===== src/rtl/core/gdd_pkg.sv =====
// Shared constants, types and calendar tables for the Gregorian day difference core.
package gdd_pkg;

    localparam int unsigned DAY_W   = 5;
    localparam int unsigned MONTH_W = 4;
    localparam int unsigned YEAR_W  = 14;
    localparam int unsigned NUM_W   = 23;
    localparam int unsigned WD_W    = 3;
    localparam int unsigned ORDER_W = 2;

    localparam int unsigned IN_DATA_W  = 48;
    localparam int unsigned OUT_DATA_W = 32;

    localparam int unsigned MIN_YEAR = 1600;
    localparam int unsigned MAX_YEAR = 9999;

    // floor(y / 100) == (y * DIV100_MULT) >> DIV100_SHIFT for all 14-bit y
    localparam int unsigned DIV100_MULT  = 5243;
    localparam int unsigned DIV100_SHIFT = 19;
    localparam int unsigned DIV100_PROD_W = YEAR_W + 13;
    localparam int unsigned Q100_W = 8;

    // floor(t / 7) == (t * DIV7_MULT) >> DIV7_SHIFT for all 23-bit t
    localparam int unsigned DIV7_MULT  = 9586981;
    localparam int unsigned DIV7_SHIFT = 26;
    localparam int unsigned DIV7_PROD_W = NUM_W + 24;
    localparam int unsigned Q7_W = DIV7_PROD_W - DIV7_SHIFT;

    // Day number of Monday 1 January 1900; offset keeps the weekday count positive
    localparam int unsigned BASE_DAY_NUM = 693901;
    localparam int unsigned WD_SHIFT     = BASE_DAY_NUM - 1 - 7 * 20000;

    typedef enum logic [ORDER_W-1:0] {
        ORDER_EQUAL   = 2'd0,
        ORDER_EARLIER = 2'd1,
        ORDER_LATER   = 2'd2
    } order_t;

    typedef struct packed {
        logic             valid;
        logic [NUM_W-1:0] num;
    } date_num_t;

    // Days before the first of the month in a March-based year
    function automatic logic [8:0] doy_base(input logic [MONTH_W-1:0] month);
        logic [8:0] base;
        case (month)
            4'd3:    base = 9'd0;
            4'd4:    base = 9'd31;
            4'd5:    base = 9'd61;
            4'd6:    base = 9'd92;
            4'd7:    base = 9'd122;
            4'd8:    base = 9'd153;
            4'd9:    base = 9'd184;
            4'd10:   base = 9'd214;
            4'd11:   base = 9'd245;
            4'd12:   base = 9'd275;
            4'd1:    base = 9'd306;
            4'd2:    base = 9'd337;
            default: base = 9'd0;
        endcase
        return base;
    endfunction

    function automatic logic [DAY_W-1:0] month_length(input logic [MONTH_W-1:0] month,
                                                      input logic leap);
        logic [DAY_W-1:0] len;
        case (month)
            4'd1, 4'd3, 4'd5, 4'd7, 4'd8, 4'd10, 4'd12: len = 5'd31;
            4'd4, 4'd6, 4'd9, 4'd11:                    len = 5'd30;
            4'd2:                                       len = leap ? 5'd29 : 5'd28;
            default:                                    len = 5'd0;
        endcase
        return len;
    endfunction

endpackage


===== src/rtl/core/gdd_date_num.sv =====
// Three-stage pipeline that checks one date and maps it to its day number.
module gdd_date_num #(
    parameter int unsigned MAX_YEAR = gdd_pkg::MAX_YEAR
) (
    input  logic                          clk,
    input  logic                          en,
    input  logic [gdd_pkg::DAY_W-1:0]     day,
    input  logic [gdd_pkg::MONTH_W-1:0]   month,
    input  logic [gdd_pkg::YEAR_W-1:0]    year,
    output gdd_pkg::date_num_t            date_num
);

    localparam int unsigned PW = gdd_pkg::DIV100_PROD_W;
    localparam int unsigned QW = gdd_pkg::Q100_W;
    localparam int unsigned YW = gdd_pkg::YEAR_W;
    localparam int unsigned NW = gdd_pkg::NUM_W;

    // Stage 1: decode month, March-based year, reciprocal products
    logic [gdd_pkg::DAY_W-1:0]   day_reg;
    logic [gdd_pkg::MONTH_W-1:0] month_reg;
    logic [YW-1:0]               year_reg, year_next;
    logic [YW-1:0]               yp_reg, yp_next;
    logic [8:0]                  doy_reg, doy_next;
    logic [PW-1:0]               prod_y_reg, prod_y_next;
    logic [PW-1:0]               prod_yp_reg, prod_yp_next;

    always_comb
    begin
        year_next    = year;
        yp_next      = (month <= 4'd2) ? year - 14'd1 : year;
        doy_next     = gdd_pkg::doy_base(month) + 9'(day) - 9'd1;
        prod_y_next  = PW'(year) * PW'(gdd_pkg::DIV100_MULT);
        prod_yp_next = PW'(yp_next) * PW'(gdd_pkg::DIV100_MULT);
    end

    always_ff @(posedge clk)
    begin
        if (en)
        begin
            day_reg     <= day;
            month_reg   <= month;
            year_reg    <= year_next;
            yp_reg      <= yp_next;
            doy_reg     <= doy_next;
            prod_y_reg  <= prod_y_next;
            prod_yp_reg <= prod_yp_next;
        end
    end

    // Stage 2: leap year, validity, partial sums of the day number
    logic [QW-1:0]        q_y, q_yp;
    logic [YW-1:0]        rem_y;
    logic                 leap;
    logic [gdd_pkg::DAY_W-1:0] len;
    logic                 valid2_reg, valid2_next;
    logic [NW-1:0]        years_reg, years_next;
    logic signed [10:0]   frac_reg, frac_next;

    always_comb
    begin
        q_y   = prod_y_reg[gdd_pkg::DIV100_SHIFT +: QW];
        q_yp  = prod_yp_reg[gdd_pkg::DIV100_SHIFT +: QW];
        rem_y = year_reg - YW'(q_y) * YW'(100);
        leap  = (year_reg[1:0] == 2'b00) && ((rem_y != '0) || (q_y[1:0] == 2'b00));
        len   = gdd_pkg::month_length(month_reg, leap);
        valid2_next = (32'(year_reg) >= gdd_pkg::MIN_YEAR)
                   && (32'(year_reg) <= MAX_YEAR)
                   && (month_reg inside {[4'd1:4'd12]})
                   && (day_reg != '0) && (day_reg <= len);
        years_next = NW'(yp_reg) * NW'(365) + NW'(yp_reg[YW-1:2]);
        frac_next  = $signed({2'b00, doy_reg}) + $signed({5'b0, q_yp[QW-1:2]})
                   - $signed({3'b000, q_yp});
    end

    always_ff @(posedge clk)
    begin
        if (en)
        begin
            valid2_reg <= valid2_next;
            years_reg  <= years_next;
            frac_reg   <= frac_next;
        end
    end

    // Stage 3: final add
    logic          valid3_reg;
    logic [NW-1:0] num3_reg, num3_next;

    assign num3_next = years_reg + NW'(frac_reg);

    always_ff @(posedge clk)
    begin
        if (en)
        begin
            valid3_reg <= valid2_reg;
            num3_reg   <= num3_next;
        end
    end

    assign date_num.valid = valid3_reg;
    assign date_num.num   = num3_reg;

endmodule


===== src/rtl/core/gregorian_day_difference_core.sv =====
// Top level: signed day difference, weekday, order and validity of two Gregorian dates.
//
// Takes one pair of dates per cycle and returns one result word per pair,
// registered at every stage: three stages map each date to a closed-form day
// number, one subtracts, one multiplies by a reciprocal of seven for the
// weekday, and the last is the output register. The whole pipeline advances
// together whenever the output register is empty or being read, so with the
// output side ready the rate is one word per cycle; while the output stalls,
// every stage holds and s_axis_tready is low. Dates are valid for years 1600
// through MAX_YEAR (9999 by default); if either date is invalid, day difference
// and weekday read 0.
module gregorian_day_difference_core #(
    parameter int unsigned MAX_YEAR = gdd_pkg::MAX_YEAR
) (
    input  logic                              clk,
    input  logic                              rst_n,
    input  logic                              s_axis_tvalid,
    output logic                              s_axis_tready,
    // first_day, first_month, first_year, second_day, second_month, second_year
    input  logic [gdd_pkg::IN_DATA_W-1:0]     s_axis_tdata,
    output logic                              m_axis_tvalid,
    input  logic                              m_axis_tready,
    // day_difference, second_weekday, order_code, first_valid, second_valid
    output logic [gdd_pkg::OUT_DATA_W-1:0]    m_axis_tdata
);

    localparam int unsigned NW    = gdd_pkg::NUM_W;
    localparam int unsigned DW    = gdd_pkg::DAY_W;
    localparam int unsigned MW    = gdd_pkg::MONTH_W;
    localparam int unsigned YW    = gdd_pkg::YEAR_W;
    localparam int unsigned PW    = gdd_pkg::DIV7_PROD_W;
    localparam int unsigned STAGES = 5;

    logic adv;
    assign adv           = !m_axis_tvalid || m_axis_tready;
    assign s_axis_tready = adv;

    // Unpack the input word
    logic [DW-1:0] d1, d2;
    logic [MW-1:0] m1, m2;
    logic [YW-1:0] y1, y2;

    assign d1 = s_axis_tdata[0 +: DW];
    assign m1 = s_axis_tdata[DW +: MW];
    assign y1 = s_axis_tdata[DW+MW +: YW];
    assign d2 = s_axis_tdata[DW+MW+YW +: DW];
    assign m2 = s_axis_tdata[2*DW+MW+YW +: MW];
    assign y2 = s_axis_tdata[2*DW+2*MW+YW +: YW];

    // Valid bits travel with the data
    logic [STAGES-1:0] vld_reg, vld_next;

    always_comb
    begin
        vld_next = {vld_reg[STAGES-2:0], s_axis_tvalid};
    end

    always_ff @(posedge clk or negedge rst_n)
    begin
        if (!rst_n)
        begin
            vld_reg <= '0;
        end
        else if (adv)
        begin
            vld_reg <= vld_next;
        end
    end

    // Stages 1-3: day numbers
    gdd_pkg::date_num_t num1, num2;

    gdd_date_num #(
        .MAX_YEAR (MAX_YEAR)
    ) u_first (
        .clk      (clk),
        .en       (adv),
        .day      (d1),
        .month    (m1),
        .year     (y1),
        .date_num (num1)
    );

    gdd_date_num #(
        .MAX_YEAR (MAX_YEAR)
    ) u_second (
        .clk      (clk),
        .en       (adv),
        .day      (d2),
        .month    (m2),
        .year     (y2),
        .date_num (num2)
    );

    // Raw field order, held alongside the day number stages
    gdd_pkg::order_t order_next, ord1_reg, ord2_reg, ord3_reg;

    always_comb
    begin
        if ({y1, m1, d1} == {y2, m2, d2})
        begin
            order_next = gdd_pkg::ORDER_EQUAL;
        end
        else if ({y1, m1, d1} < {y2, m2, d2})
        begin
            order_next = gdd_pkg::ORDER_EARLIER;
        end
        else
        begin
            order_next = gdd_pkg::ORDER_LATER;
        end
    end

    always_ff @(posedge clk)
    begin
        if (adv)
        begin
            ord1_reg <= order_next;
            ord2_reg <= ord1_reg;
            ord3_reg <= ord2_reg;
        end
    end

    // Stage 4: difference and shifted weekday count
    logic [NW-1:0]   diff4_reg, diff4_next;
    logic [NW-1:0]   cnt4_reg, cnt4_next;
    logic            fv4_reg, sv4_reg;
    gdd_pkg::order_t ord4_reg;

    assign diff4_next = num2.num - num1.num;
    assign cnt4_next  = num2.num - NW'(gdd_pkg::WD_SHIFT);

    always_ff @(posedge clk)
    begin
        if (adv)
        begin
            diff4_reg <= diff4_next;
            cnt4_reg  <= cnt4_next;
            fv4_reg   <= num1.valid;
            sv4_reg   <= num2.valid;
            ord4_reg  <= ord3_reg;
        end
    end

    // Stage 5: reciprocal product for the mod-7 weekday
    logic [PW-1:0]   prod5_reg, prod5_next;
    logic [NW-1:0]   diff5_reg;
    logic [2:0]      cnt5_reg;
    logic            fv5_reg, sv5_reg;
    gdd_pkg::order_t ord5_reg;

    assign prod5_next = PW'(cnt4_reg) * PW'(gdd_pkg::DIV7_MULT);

    always_ff @(posedge clk)
    begin
        if (adv)
        begin
            prod5_reg <= prod5_next;
            diff5_reg <= diff4_reg;
            cnt5_reg  <= cnt4_reg[2:0];
            fv5_reg   <= fv4_reg;
            sv5_reg   <= sv4_reg;
            ord5_reg  <= ord4_reg;
        end
    end

    // Output register
    logic [gdd_pkg::Q7_W-1:0]  q7;
    logic [gdd_pkg::WD_W-1:0]  wd;
    logic                      both_ok;
    logic [NW-1:0]             diff_out_reg, diff_out_next;
    logic [gdd_pkg::WD_W-1:0]  wd_out_reg, wd_out_next;
    gdd_pkg::order_t           ord_out_reg;
    logic                      fv_out_reg, sv_out_reg;
    logic                      out_vld_reg, out_vld_next;

    always_comb
    begin
        q7      = prod5_reg[gdd_pkg::DIV7_SHIFT +: gdd_pkg::Q7_W];
        // remainder is below 7, so the low three bits suffice
        wd      = cnt5_reg - 3'(q7[2:0] * 3'd7);
        both_ok = fv5_reg && sv5_reg;
        diff_out_next = both_ok ? diff5_reg : '0;
        wd_out_next   = both_ok ? wd : '0;
        out_vld_next  = vld_reg[STAGES-1];
    end

    always_ff @(posedge clk or negedge rst_n)
    begin
        if (!rst_n)
        begin
            out_vld_reg <= 1'b0;
        end
        else if (adv)
        begin
            out_vld_reg <= out_vld_next;
        end
    end

    always_ff @(posedge clk)
    begin
        if (adv)
        begin
            diff_out_reg <= diff_out_next;
            wd_out_reg   <= wd_out_next;
            ord_out_reg  <= ord5_reg;
            fv_out_reg   <= fv5_reg;
            sv_out_reg   <= sv5_reg;
        end
    end

    assign m_axis_tvalid = out_vld_reg;
    assign m_axis_tdata  = {2'b00, sv_out_reg, fv_out_reg, ord_out_reg,
                            wd_out_reg, diff_out_reg};

endmodule


===== config.mk =====
export PLATFORM = sky130hd
export DESIGN_NAME = gregorian_day_difference_core
export DESIGN_NICKNAME = d
export VERILOG_FILES = /design/src/rtl/core/gdd_pkg.sv /design/src/rtl/core/gdd_date_num.sv /design/src/rtl/core/gregorian_day_difference_core.sv
export SDC_FILE = /design/constraint.sdc
export NUM_CORES = 2
export LEC_CHECK = 0
export BUFFER_PORTS_ARGS = -buffer_cell sky130_fd_sc_hd__buf_4
export CAP_MARGIN = 20
export CORE_ASPECT_RATIO = 0.8
export CORE_MARGIN = 5
export CORE_UTILIZATION = 35
export CTS_CLUSTER_SIZE = 30
export DETAILED_ROUTE_END_ITERATION = 8
export PLACE_DENSITY = 0.46
export SETUP_SLACK_MARGIN = 0.02
export SYNTH_ARGS = -nofsm -noshare
export SYNTH_HDL_FRONTEND = slang
export SYNTH_SLANG_ARGS = --single-unit

===== constraint.sdc =====
create_clock -name clk -period 28.1 [get_ports clk]
set_clock_uncertainty 0.05 [all_clocks]
set_input_delay 8.43 -clock clk [delete_from_list [all_inputs] [get_ports clk]]
set_output_delay 8.43 -clock clk [all_outputs]
set_load 0.005 [all_outputs]

==> key figures <==
Placed design
  • Place WS: 10.61 ns
  • IO buf count: 81
  • HPWL Detailed: 78.1 mm
  • Placed Instances: 5735
  • Placer congestion estimate: 0.809

Floorplan
  • I/O pins: 86
  • Die ar.: 0.131 mm2
  • Die H: 325 um
  • Placeable Area: 0.123 mm2
  • Die W: 403 um
  • Initial Util: 35.2%
  • FP Rows: 115

Global routing
  • Overflow after GRT: 0
  • Met1 global-route usage: 21.4%
  • First-pass GRT wire length: 153 mm
  • Top Usage Layer GRT: met2
  • Vias in the first global route: 28200
  • Antenna violations before repair: 7
  • Met2 Usage GRT: 22.9%
  • Total track usage: 14.4%
  • Largest net degree at the start of global routing: 65
  • Met3 usage: 1.73%

Logic synthesis
  • Synth Area in Adders: 46.5%
  • Number of enable flip-flop cells after synthesis: 361
  • Synth Area in Compound Gates: 8.37%
  • Synth top area share: 25.8%
  • Mapped cell area: 0.0433 mm2
  • Ys flop type: edfxtp_1
  • Warnings, synthesis: 0
  • XOR/XNOR Fraction of Synth Area: 4.98%
  • Synth async-reset ratio: 1.63%
  • Post-synth cell types: 76
  • Mux cell area share after synthesis: 0.424%
  • Seq/Total Area, Yosys: 25.4%
  • Post-Synth Simple-Gate Area: 5.99%
  • Cell taking the most area after synthesis: ha_1
  • Synth Register Bits: 367
  • Largest cells by area after synthesis: ha_1 26%, edfxtp_1 25%, fa_1 21%
  • Syn_area_per_cell: 10.8 um2
  • Largest family of logic cells by synthesized area: adder cells
  • Post-Synthesis Cells: 4010

Drt
  • Post-route DRC: 0
  • Vias: 26700
  • 1st-iter DRT viols: 977
  • Routed WL: 92.1 mm
  • Vias/cell: 4.58
  • WL per Instance: 15.8 um
  • Final ANT Viol Nets: 0
  • First-pass iteration count of the detailed router: 5

Timing
  • Total negative slack: 0 ns
  • Worst slew pin tran: 0.980 ns
  • RSZ-0062 raised after global routing: false
  • Max Fclk: 0.0572 GHz
  • Crit share post-route: 62.3%
  • Tmin final: 17.50 ns
  • Final max-slew violation count: 0
  • Final setup violation count: 0
  • Final hold viol count: 0
  • PnR worst setup slack: 10.60 ns
  • Slew HR: 34.2%

CTS
  • Clk buf depth: 3
  • Post-CTS Setup Bufs: 0
  • Post-CTS sizing: 0
  • H-tree levels: 2
  • CTS Buf Count: 46
  • CTS root buf: clkbuf_16
  • CTS tree: built
  • CTS Sinks: 367
  • Clk_lat worst skew: 0.59 ns
  • Hold_buf cts: 0
  • Worst-path clk slew: 0.06 ns

Setup path
  • Worst endpoint required time: 19.62 ns
  • Critical path arrival: 9.02 ns
  • CP Launch Type: input port
  • Critical path class: input port to output pin
  • CP max FO: 9
  • CP endpoint kind: output pin

Layout
  • FILL cells: 12200
  • Synth-to-Final Area Change: 9.93%
  • Most frequent cells in the layout: 944 x inv_1, 895 x ha_1, 448 x fa_1, 361 x edfxtp_1, 179 x xnor2_1
  • Share of cells above drive strength 1: 4.81%
  • Most common cell after layout, fill and taps aside: inv_1
  • Non-Filler Instances: 5821
  • Layout Nets: 5540
  • Util after Layout: 38.7%

Status
  • Status: complete, no violations

Hold path
  • Tightest Hold Check Type: register to register

Job
  • Max-Cap Viols: 0
## worst max-delay path: stages
cell      delay (ns)
buf_4           0.11
nand2b_4        0.25
buf_4           0.20
## worst paths after layout
path                          startpoint             to  slack, ns  depth (start not counted)
min reg2reg                diff4_reg[12]  diff5_reg[12]       0.37                          0
max reg2reg                 cnt4_reg[22]  prod5_reg[28]      22.32                         17
min in group asynchronous          rst_n     vld_reg[1]       7.58                          1
min                        diff4_reg[12]  diff5_reg[12]       0.37                          0
max                        m_axis_tready  s_axis_tready      10.60                          3
max in group asynchronous          rst_n     vld_reg[4]      20.30                          1
## area by class of cell
class | count | area, um2 | area share, %
flip-flops and latches | 367 | 11000 | 23.1
inverters | 944 | 3540 | 7.44
clock buffers | 50 | 1170 | 2.45
multi-input cells | 2686 | 28700 | 60.3
diodes | 2 | 5.00 | 0.0105
repair buffers | 100 | 747 | 1.57
well taps | 1638 | 2050 | 4.30
clock inverters | 34 | 393 | 0.825
## through the flow
stage	hold WS, ns	area [um2]
2_1_floorplan	0.350	43300
3_3_place_gp	0.352	46100
3_5_place_dp	0.355	46100
4_1_cts	0.364	47600
5_1_grt	0.374	47600
6_report	0.368	47600
## Yosys cell counts, drive strengths merged (17+ instances only)
cell type    n
edfxtp     361
ha         895
o211ai      17
and3        50
inv        944
xor2        65
xnor2      179
o21bai      36
nand2      110
nand2b      32
o21ai       98
a211oi      29
a21o        65
a21oi      173
nand3       45
o21a        26
nor2b       30
nor2       138
nand4       24
nor3        43
fa         448
## cell families (layout without fill, tap and decap cells)
group,after synthesis,after routing
other,1,4
XOR/XNOR,245,245
flip-flops,367,367
buffers and inverters,958,1128
multiplexers,14,14
adder cells (fa/ha/maj),1343,1343
AND/OR/NAND/NOR,526,526
AO/OA/AOI/OAI,556,556
## metal layers
metal	part of all wire, %	wire length, um
met1	52	47800
met2	44	40300
met3	2.8	2600
met4	1.5	1370
met5	0.012	11
Power is left out: the tool's default activity adds up to more than one toggle a clock period on the data nets, which glitch-free logic cannot reach.
